<file path="src/rtl/heq_pkg.sv">
// heq_pkg: shared constants, item codes, controller states and the
// command/status structs that join heq_ctrl and heq_datapath.
// No dependencies.
package heq_pkg;

   localparam int GRAY_LEVELS = 256;
   localparam int MAX_PIXELS  = 16777216;

   localparam int LEVEL_W = (GRAY_LEVELS > 2) ? $clog2(GRAY_LEVELS) : 1;
   localparam int COUNT_W = $clog2(MAX_PIXELS + 1);
   localparam int CDF_W   = COUNT_W + LEVEL_W;
   localparam int NUM_W   = CDF_W + 8;
   localparam int OUT_W   = 8;
   localparam int RGB_W   = 24;

   localparam logic [1:0] CMD_LOAD  = 2'd0;
   localparam logic [1:0] CMD_BUILD = 2'd1;
   localparam logic [1:0] CMD_MAP   = 2'd2;

   typedef enum logic [3:0] {
      S_IDLE,
      S_LOAD_RD,
      S_LOAD_WR,
      S_MAP_RD,
      S_MAP_WAIT,
      S_SCAN_RD,
      S_SCAN_CHK,
      S_EQ_RD,
      S_EQ_ACC,
      S_EQ_PREP,
      S_EQ_CHK,
      S_EQ_DIV,
      S_EQ_WR
   } state_type;

   typedef struct packed {
      logic take_item;
      logic hist_rd;
      logic addr_idx;
      logic hist_wr;
      logic table_rd;
      logic rsp_load;
      logic idx_clr;
      logic idx_inc;
      logic cdf_clr;
      logic cdfmin_load;
      logic cdf_acc;
      logic eq_prep;
      logic zero_q;
      logic sat_q;
      logic div_start;
      logic div_step;
      logic table_wr;
      logic frame_clr;
   } cmd_type;

   typedef struct packed {
      logic rsp_free;
      logic bin_nz;
      logic idx_last;
      logic eq_use;
      logic eq_over;
      logic div_last;
   } status_type;

endpackage

</file>
<file path="src/rtl/heq_ctrl.sv">
// heq_ctrl: sequencer for load, build and map items.
// Depends on heq_pkg; drives heq_datapath through cmd_type.
module heq_ctrl (
   input  logic                clock,
   input  logic                reset,
   input  logic                req_valid,
   output logic                req_stall,
   input  logic [1:0]          req_cmd,
   input  heq_pkg::status_type sts,
   output heq_pkg::cmd_type    cmd
);

   heq_pkg::state_type state_ff, state_in;

   always_ff @(posedge clock) begin
      if (reset) begin
         state_ff <= heq_pkg::S_IDLE;
      end else begin
         state_ff <= state_in;
      end
   end

   always_comb begin
      state_in  = state_ff;
      cmd       = '0;
      req_stall = 1'b1;
      case (state_ff)
         heq_pkg::S_IDLE: begin
            req_stall = 1'b0;
            if (req_valid) begin
               cmd.take_item = 1'b1;
               case (req_cmd)
                  heq_pkg::CMD_LOAD: begin
                     state_in = heq_pkg::S_LOAD_RD;
                  end
                  heq_pkg::CMD_BUILD: begin
                     cmd.idx_clr = 1'b1;
                     cmd.cdf_clr = 1'b1;
                     state_in    = heq_pkg::S_SCAN_RD;
                  end
                  heq_pkg::CMD_MAP: begin
                     state_in = heq_pkg::S_MAP_RD;
                  end
                  default: begin
                  end
               endcase
            end
         end
         heq_pkg::S_LOAD_RD: begin
            cmd.hist_rd = 1'b1;
            state_in    = heq_pkg::S_LOAD_WR;
         end
         heq_pkg::S_LOAD_WR: begin
            cmd.hist_wr = 1'b1;
            state_in    = heq_pkg::S_IDLE;
         end
         heq_pkg::S_MAP_RD: begin
            cmd.table_rd = 1'b1;
            state_in     = heq_pkg::S_MAP_WAIT;
         end
         heq_pkg::S_MAP_WAIT: begin
            if (sts.rsp_free) begin
               cmd.rsp_load = 1'b1;
               state_in     = heq_pkg::S_IDLE;
            end
         end
         heq_pkg::S_SCAN_RD: begin
            cmd.hist_rd  = 1'b1;
            cmd.addr_idx = 1'b1;
            state_in     = heq_pkg::S_SCAN_CHK;
         end
         heq_pkg::S_SCAN_CHK: begin
            if (sts.bin_nz) begin
               cmd.cdfmin_load = 1'b1;
               cmd.idx_clr     = 1'b1;
               state_in        = heq_pkg::S_EQ_RD;
            end else if (sts.idx_last) begin
               cmd.idx_clr = 1'b1;
               state_in    = heq_pkg::S_EQ_RD;
            end else begin
               cmd.idx_inc = 1'b1;
               state_in    = heq_pkg::S_SCAN_RD;
            end
         end
         heq_pkg::S_EQ_RD: begin
            cmd.hist_rd  = 1'b1;
            cmd.addr_idx = 1'b1;
            state_in     = heq_pkg::S_EQ_ACC;
         end
         heq_pkg::S_EQ_ACC: begin
            cmd.cdf_acc = 1'b1;
            state_in    = heq_pkg::S_EQ_PREP;
         end
         heq_pkg::S_EQ_PREP: begin
            cmd.eq_prep = 1'b1;
            state_in    = heq_pkg::S_EQ_CHK;
         end
         heq_pkg::S_EQ_CHK: begin
            if (!sts.eq_use) begin
               cmd.zero_q = 1'b1;
               state_in   = heq_pkg::S_EQ_WR;
            end else if (sts.eq_over) begin
               cmd.sat_q = 1'b1;
               state_in  = heq_pkg::S_EQ_WR;
            end else begin
               cmd.div_start = 1'b1;
               state_in      = heq_pkg::S_EQ_DIV;
            end
         end
         heq_pkg::S_EQ_DIV: begin
            cmd.div_step = 1'b1;
            if (sts.div_last) begin
               state_in = heq_pkg::S_EQ_WR;
            end
         end
         heq_pkg::S_EQ_WR: begin
            cmd.table_wr = 1'b1;
            if (sts.idx_last) begin
               cmd.frame_clr = 1'b1;
               state_in      = heq_pkg::S_IDLE;
            end else begin
               cmd.idx_inc = 1'b1;
               state_in    = heq_pkg::S_EQ_RD;
            end
         end
         default: begin
            state_in = heq_pkg::S_IDLE;
         end
      endcase
   end

endmodule

</file>
<file path="config.mk">
export PLATFORM = sky130hd
export DESIGN_NAME = heq_ctrl
export DESIGN_NICKNAME = d
export VERILOG_FILES = /design/src/rtl/heq_pkg.sv /design/src/rtl/heq_ctrl.sv
export SDC_FILE = /design/constraint.sdc
export NUM_CORES = 1
export LEC_CHECK = 0
export BUFFER_PORTS_ARGS = -buffer_cell sky130_fd_sc_hd__buf_4
export CAP_MARGIN = 20
export CORE_AREA = 2 2 40 42
export DETAILED_ROUTE_END_ITERATION = 6
export DIE_AREA = 0 0 42 44
export PLACE_DENSITY_LB_ADDON = 0.25
export SLEW_MARGIN = 0
export SYNTH_ARGS = -nofsm -noshare
export SYNTH_HDL_FRONTEND = slang
export SYNTH_SLANG_ARGS = --single-unit
</file>
<file path="constraint.sdc">
create_clock -name clock -period 2 [get_ports clock]
set_input_delay 0.4 -clock clock [delete_from_list [all_inputs] [get_ports clock]]
set_output_delay 0.4 -clock clock [all_outputs]
set_load 0.01 [all_outputs]
</file>
==> reports/metrics.cfg, run 1 <==
[cts]
ctsHoldBuffers = 0
worst_skew_pair.late_latency_ps = 230
cts_tree = built
clkSinkCount = 4
cts-htree-levels = 1
cts_made_buffers = 3
path_clk_slew_ps = 40
clock_path_buffers = 2
postCtsSetupBuffers = 0
cts-root-buf = clkbuf_4
ctsResizeCount = 0

[global_route]
grt_max_degree = 16
met1_usage_pct = 23.5
busiest_layer = met2
grt_use_total_pct = 16.4
grt.overflow.total = 0
grtUsageMet2_pct = 27.5
grt_pass1_wl_mm = 2.53
met3_usage_pct = 0.417
grt_pass1_vias = 595
antenna_found_initial = 0

[route]
drtAntennaViolNets = 0
vias = 694
detail_route.wl_per_cell_um = 11.9
drcViolationCount = 0
drtIter0Drc = 7
vias_per_cell = 5.42
dr.pass1.iters = 3
wirelength_mm = 1.53

[flow_run]
maxCapViolCount = 0

[worst_setup_path]
reg2reg_from = state_ff[3]
worstSetupStartpoint = state_ff[3]
r2r_cells = 4
worst_ep_required_time_ps = 1600
path_cells = buf_4 > nor3_1 > a21oi_1 > nor4_1 > buf_4
cp_common_cell = buf_4
end_kind = output pin
r2r_end = state_ff[1]
critPathMaxStageDelay_ps = 430
reg2reg_slack_ps = 320
crit_slowest_cell = dfxtp_1
crit_fanout = 13
worstPathArrival_ps = 1450
cp-start-kind = flop
path_class = flop to output pin

[sta]
timing.fmax_ghz = 0.542
clock_skew_ps = 2.98
fin_crit_ps = 1850
finalHoldViolCount = 0
tns_ps = 0
rsz0062_at_grt = no
relSlewSlack_pct = 71.5
period_share_pct = 92.3
finalSetupViolations = 0
tightest_slew_ps = 427
finalMaxSlewViolations = 0
hold_slack_ps = 357
setup_ws_ps = 154

[cells_and_area]
largest_register_ff_count = 4
antenna_cells = 0
drive_gt1_share_pct = 42.9
fin_util_pct = 58.9
area_delta_synth_final_pct = 41.8
final_area_um2 = 836
largestRegisters = state_ff: 4 flops
largest_register = state_ff
finalNetCount = 125

[die]
rows = 14
initial_core_util_pct = 41.5
die_area_um2 = 1850
die_x_um = 42
design.core.area_um2 = 1420
die_height_um = 44
num_io_pins = 30

[power_and_ir_drop]
peakVddDrop_uv = 579
power_density_nw_per_um2 = 811
leakagePower_nw = 0.364

[placed_design]
post-place-ws_ps = 269
io_buffer_count = 29
place.gp.congestion = 0.830
place_area_um2 = 802
hpwlAfterDp_mm = 1.21

[run_status]
status = finished, final reports clean

[worst_hold_path]
min_to = state_ff[1]
min_path_cells = 2
min_from = reset
hold_path.class = primary input to flop

[synthesis]
syn_avg_cell_area_um2 = 7.10
synth_cell_types = 40
ys_warn_count = 0
syn_inst = 83
ys_seq_elements = 4
ys_seq_area_share_pct = 13.6
syn_nets = 94
netlist_area_um2 = 589

-- synthesized netlist by cell type --
cell type   n  area share, %
a21o_1      1            1.3
a2bb2oi_1   1            1.5
dfxtp_1     4             14
o32a_1      2            3.4
buf_4       1            1.3
and3_1      1            1.1
and2_1      2            2.1
or2b_1      2            2.5
clkbuf_1    1           0.64
and2b_2     1            1.5
o22ai_1     1            1.1
nor2_1      6            3.8
nor3_1     11            9.3
nand3b_1    1            1.3
buf_2       2            1.7
o21ai_0     2            1.7
a31oi_1     1            1.1
or4_4       1            1.9
a211oi_2    1            2.1
nor4_1      2            2.1
or2b_2      1            1.5
o32ai_1     1            1.5
or3b_1      1            1.5
a221oi_1    1            1.5
nor3b_1     2            2.5
nand2b_1    3            3.2
inv_1       6            3.8
nor2b_1     1            1.1
a41oi_2     1            2.8
xnor2_1     2            3.0
nand2_1     3            1.9
buf_6       3            5.7
nand2b_2    1            1.5
and3b_1     1            1.5
a211oi_1    1            1.3
o21a_1      1            1.3
a21oi_1     5            4.2
o31a_1      1            1.5
nand3_1     3            2.5
or3_2       1            1.3
-- cell usage in the layout (no fill, tap or decap), drive strengths merged, types with 3 or more instances in the layout --
cell     n
nand2    3
or2b     3
nor2     6
nor3    11
dfxtp    4
a21oi    5
inv      6
nand2b   4
clkbuf   3
buf     33
nand3    3
-- metal layers --
metal	part of all wire (%)	routed length (µm)
met5	0	0
met4	0	0
met3	2.6	40
met2	49	755
met1	48	732
-- cells by family (layout without fill, tap and decap cells) --
kind of cell    count (synthesis)  in the layout  synth area share [%]
compound gates                 20             20                  26.1
xor+xnor                        2              2                  2.97
buf+inv                        13             42                  13.2
flops                           4              4                  13.6
simple gates                   44             44                  44.2
-- critical path, delay by kind of cell (launching register included) --
kind	cells	cell delay, ps
flops	1	430
buf+inv	2	380
simple gates	2	350
compound gates	1	60
-- how the worst max path moves through the flow --
stage               endpoint  slack [ps]  depth (start not counted)
floorplan             cmd[0]         460                          6
global placement      cmd[3]         280                          3
detailed placement    cmd[3]         270                          3
CTS                   cmd[3]          40                          3
global route         cmd[10]          20                          5
finish               cmd[10]         150                          5
-- cell type report --
class / count / area, µm²
Inverter: 6 / 22.5
Multi-Input combinational cell: 66 / 439
Clock buffer: 3 / 22.5
Tap cell: 16 / 20.0
Timing Repair Buffer: 33 / 248
Sequential cell: 4 / 83.8
Fill cell: 144 / 583
-- through the flow --
stage                     total power, mW  instances
final                               0.678        128
after global routing                0.731        128
after CTS                           0.676        128
after detailed placement            0.575        125
after global placement              0.577        125
after floorplan                     0.456         83
-- report_power, final --
group / internal, mW / switching, mW / leakage (nW)
Clock: 0.0667 / 0.0272 / 0.0138
Sequential: 0.102 / 0.0614 / 0.0338
Combinational: 0.219 / 0.202 / 0.317
Total: 0.388 / 0.290 / 0.364
Power figures use the tool's default switching activity.
==> run 2, diff against run 1 <==
--- a/config.mk
+++ b/config.mk
@@ -11,6 +11,7 @@
 export DETAILED_ROUTE_END_ITERATION = 6
 export DIE_AREA = 0 0 42 44
 export PLACE_DENSITY_LB_ADDON = 0.25
+export SETUP_SLACK_MARGIN = 0.4
 export SLEW_MARGIN = 0
 export SYNTH_ARGS = -nofsm -noshare
 export SYNTH_HDL_FRONTEND = slang
==> run 2 against run 1 <==
- utilization up 31 points
- sequential share of layout area down 2.6 points
- clock power about the same
- routed wire length up 95%
- power up 64%
- maximum frequency up 6.8%
==> reports/metrics.cfg, run 2 (synthesis results as in run 1) <==
[run_status]
status = finished, final reports clean

[power_and_ir_drop]
seqPwrFrac_pct = 14.0  ; -10 points
power_density_nw_per_um2 = 872  ; +7.5%
p_int_uw = 636  ; +64%
peakVddDrop_uv = 673  ; +16%
p_switching_uw = 479  ; +65%
p_total_mw = 1.12  ; +64%
switching_share_pct = 43.0  ; +0.17 points
comb_power_share_pct = 77.6  ; +15 points
clock_power_share_pct = 8.4  ; -5.5 points
leakagePower_nw = 0.573  ; +57%

[cells_and_area]
largest_register = state_ff
fin_util_pct = 90.1  ; +31 points
area_delta_synth_final_pct = 117
multi_input_area_um2 = 594  ; +35%
antenna_cells = 0  ; unchanged
largestRegisters = state_ff: 4 flops
fin_cells = 154  ; +20%
final_cell_mix = 38 x buf_4, 17 x buf_6, 6 x nor3_1
filler_cell_count = 58  ; -60%
drive_gt1_share_pct = 68.8  ; +26 points
mostFrequentLayoutCell = buf_4
final_area_um2 = 1280  ; +53%
largest_register_ff_count = 4  ; unchanged
finalNetCount = 151  ; +21%
seq_area_um2 = 95.1  ; +13%

[route]
drtAntennaViolNets = 0  ; unchanged
vias = 921  ; +33%
detail_route.wl_per_cell_um = 19.3  ; +62%
wirelength_mm = 2.97  ; +95%
dr.pass1.iters = 4  ; +1
drtIter0Drc = 46  ; +39
vias_per_cell = 5.98  ; +10%
drcViolationCount = 0  ; unchanged

[cts]
cts-root-buf = clkbuf_4
cts-htree-levels = 1  ; unchanged
clkSinkCount = 4  ; unchanged
clock_path_buffers = 2  ; unchanged
worst_skew_pair.late_latency_ps = 230  ; about the same
cts_tree = built
path_clk_slew_ps = 40  ; about the same
cts_made_buffers = 3  ; unchanged

[sta]
relSlewSlack_pct = 70.4  ; -1.1 points
fin_crit_ps = 1730  ; -118 ps
clock_skew_ps = 1.53  ; -1.45 ps
tns_ps = 0  ; unchanged
hold_slack_ps = 373  ; +15.4 ps
finalMaxSlewViolations = 0  ; unchanged
finalHoldViolCount = 0  ; unchanged
rsz0062_at_grt = yes
timing.fmax_ghz = 0.579  ; +6.8%
tightest_slew_ps = 440  ; +13.0 ps
period_share_pct = 86.4  ; -5.9 points
finalSetupViolations = 0  ; unchanged
setup_ws_ps = 273  ; +118 ps

[worst_setup_path]
crit_fanout = 6  ; -7
cp-start-kind = flop
path_class = flop to output pin
end_kind = output pin
path_cells = buf_12 > nand2b_4 > o32ai_4 > buf_6
critPathMaxStageDelay_ps = 410  ; -20 ps
worstPathArrival_ps = 1330  ; -120 ps
worst_ep_required_time_ps = 1600  ; about the same
crit_slowest_cell = dfxtp_4

[die]
design.core.area_um2 = 1420  ; unchanged
die_x_um = 42  ; unchanged
die_height_um = 44  ; unchanged
rows = 14  ; unchanged
die_area_um2 = 1850  ; unchanged
initial_core_util_pct = 41.5  ; unchanged
num_io_pins = 30  ; unchanged

[placed_design]
hpwlAfterDp_mm = 1.21  ; unchanged
place.gp.congestion = 0.830  ; unchanged
io_buffer_count = 29  ; unchanged
post-place-ws_ps = 269  ; unchanged
dp.cells = 125  ; unchanged
place_area_um2 = 802  ; unchanged

[worst_hold_path]
hold_path.class = primary input to flop

[global_route]
grt_max_degree = 16  ; unchanged
grt_pass1_wl_mm = 3.58  ; +41%
grt_use_total_pct = 24.8  ; +8.3 points
grt.overflow.total = 0  ; unchanged
antenna_found_initial = 0  ; unchanged
grt_pass1_vias = 773  ; +30%

[flow_run]
maxCapViolCount = 0  ; unchanged

==> run 2: changes by cell type in the layout (fill, tap and decap cells not counted), sizes merged <==
cell	previous run	this run
buf	33	57
clkbuf	3	4
nand2b	4	5
==> run 2: what timing repair did <==
item | in CTS | in global routing
gates cloned | 0 | 1
endpoints found under the setup margin | 22 | 21
buffers inserted | 14 | 11
resized for setup | 30 | 30
hold buffers | 0 | 0
pin swaps | 10 | 17
==> run 2: power groups by stage <==
stage | clock network (mW) | registers, mW | logic, mW
2_1_floorplan | 0 | 0.110 | 0.346
3_3_place_gp | 0 | 0.156 | 0.421
3_5_place_dp | 0 | 0.157 | 0.419
4_1_cts | 0.0994 | 0.167 | 0.570
5_1_grt | 0.103 | 0.159 | 0.902
6_report | 0.0939 | 0.156 | 0.865
==> run 2: final cells by class <==
class	count	area share, %
Tap cell	16	1.57
Clock buffer	3	1.76
Multi-Input combinational cell	67	46.5
Timing Repair Buffer	58	40.8
Sequential cell	4	7.44
Inverter	6	1.96
==> run 2: worst paths after layout <==
| check | start | slack [ps] | to | cells past startpoint |
|---|---|---|---|---|
| hold / removal | reset | 370 | state_ff[3] | 2 |
| setup reg to reg | state_ff[2] | 340 | state_ff[0] | 5 |
| hold reg to reg | state_ff[0] | 700 | state_ff[3] | 3 |
| setup / recovery | state_ff[1] | 270 | cmd[11] | 4 |
==> run 2: per-layer routing <==
| layer | part of all wire, % | routed length [µm] | GRT usage, % | vias to the layer above |
|---|---|---|---|---|
| li1 | - | - | - | 415 |
| met1 | 41 | 1210 | 29.8 | 441 |
| met2 | 50 | 1500 | 45.9 | 53 |
| met3 | 5.7 | 170 | 1.67 | 12 |
| met4 | 3.1 | 91 | 9.68 | 0 |
| met5 | 0 | 0 | 0 | - |
==> run 2: critical path: cells and delay by family (launching register included) <==
| family | cells | cell delay [ps] |
|---|---|---|
| DFF | 1 | 410 |
| AOI/OAI and AO/OA | 1 | 320 |
| and+or+nand+nor | 1 | 90 |
| buffers and inverters | 2 | 280 |
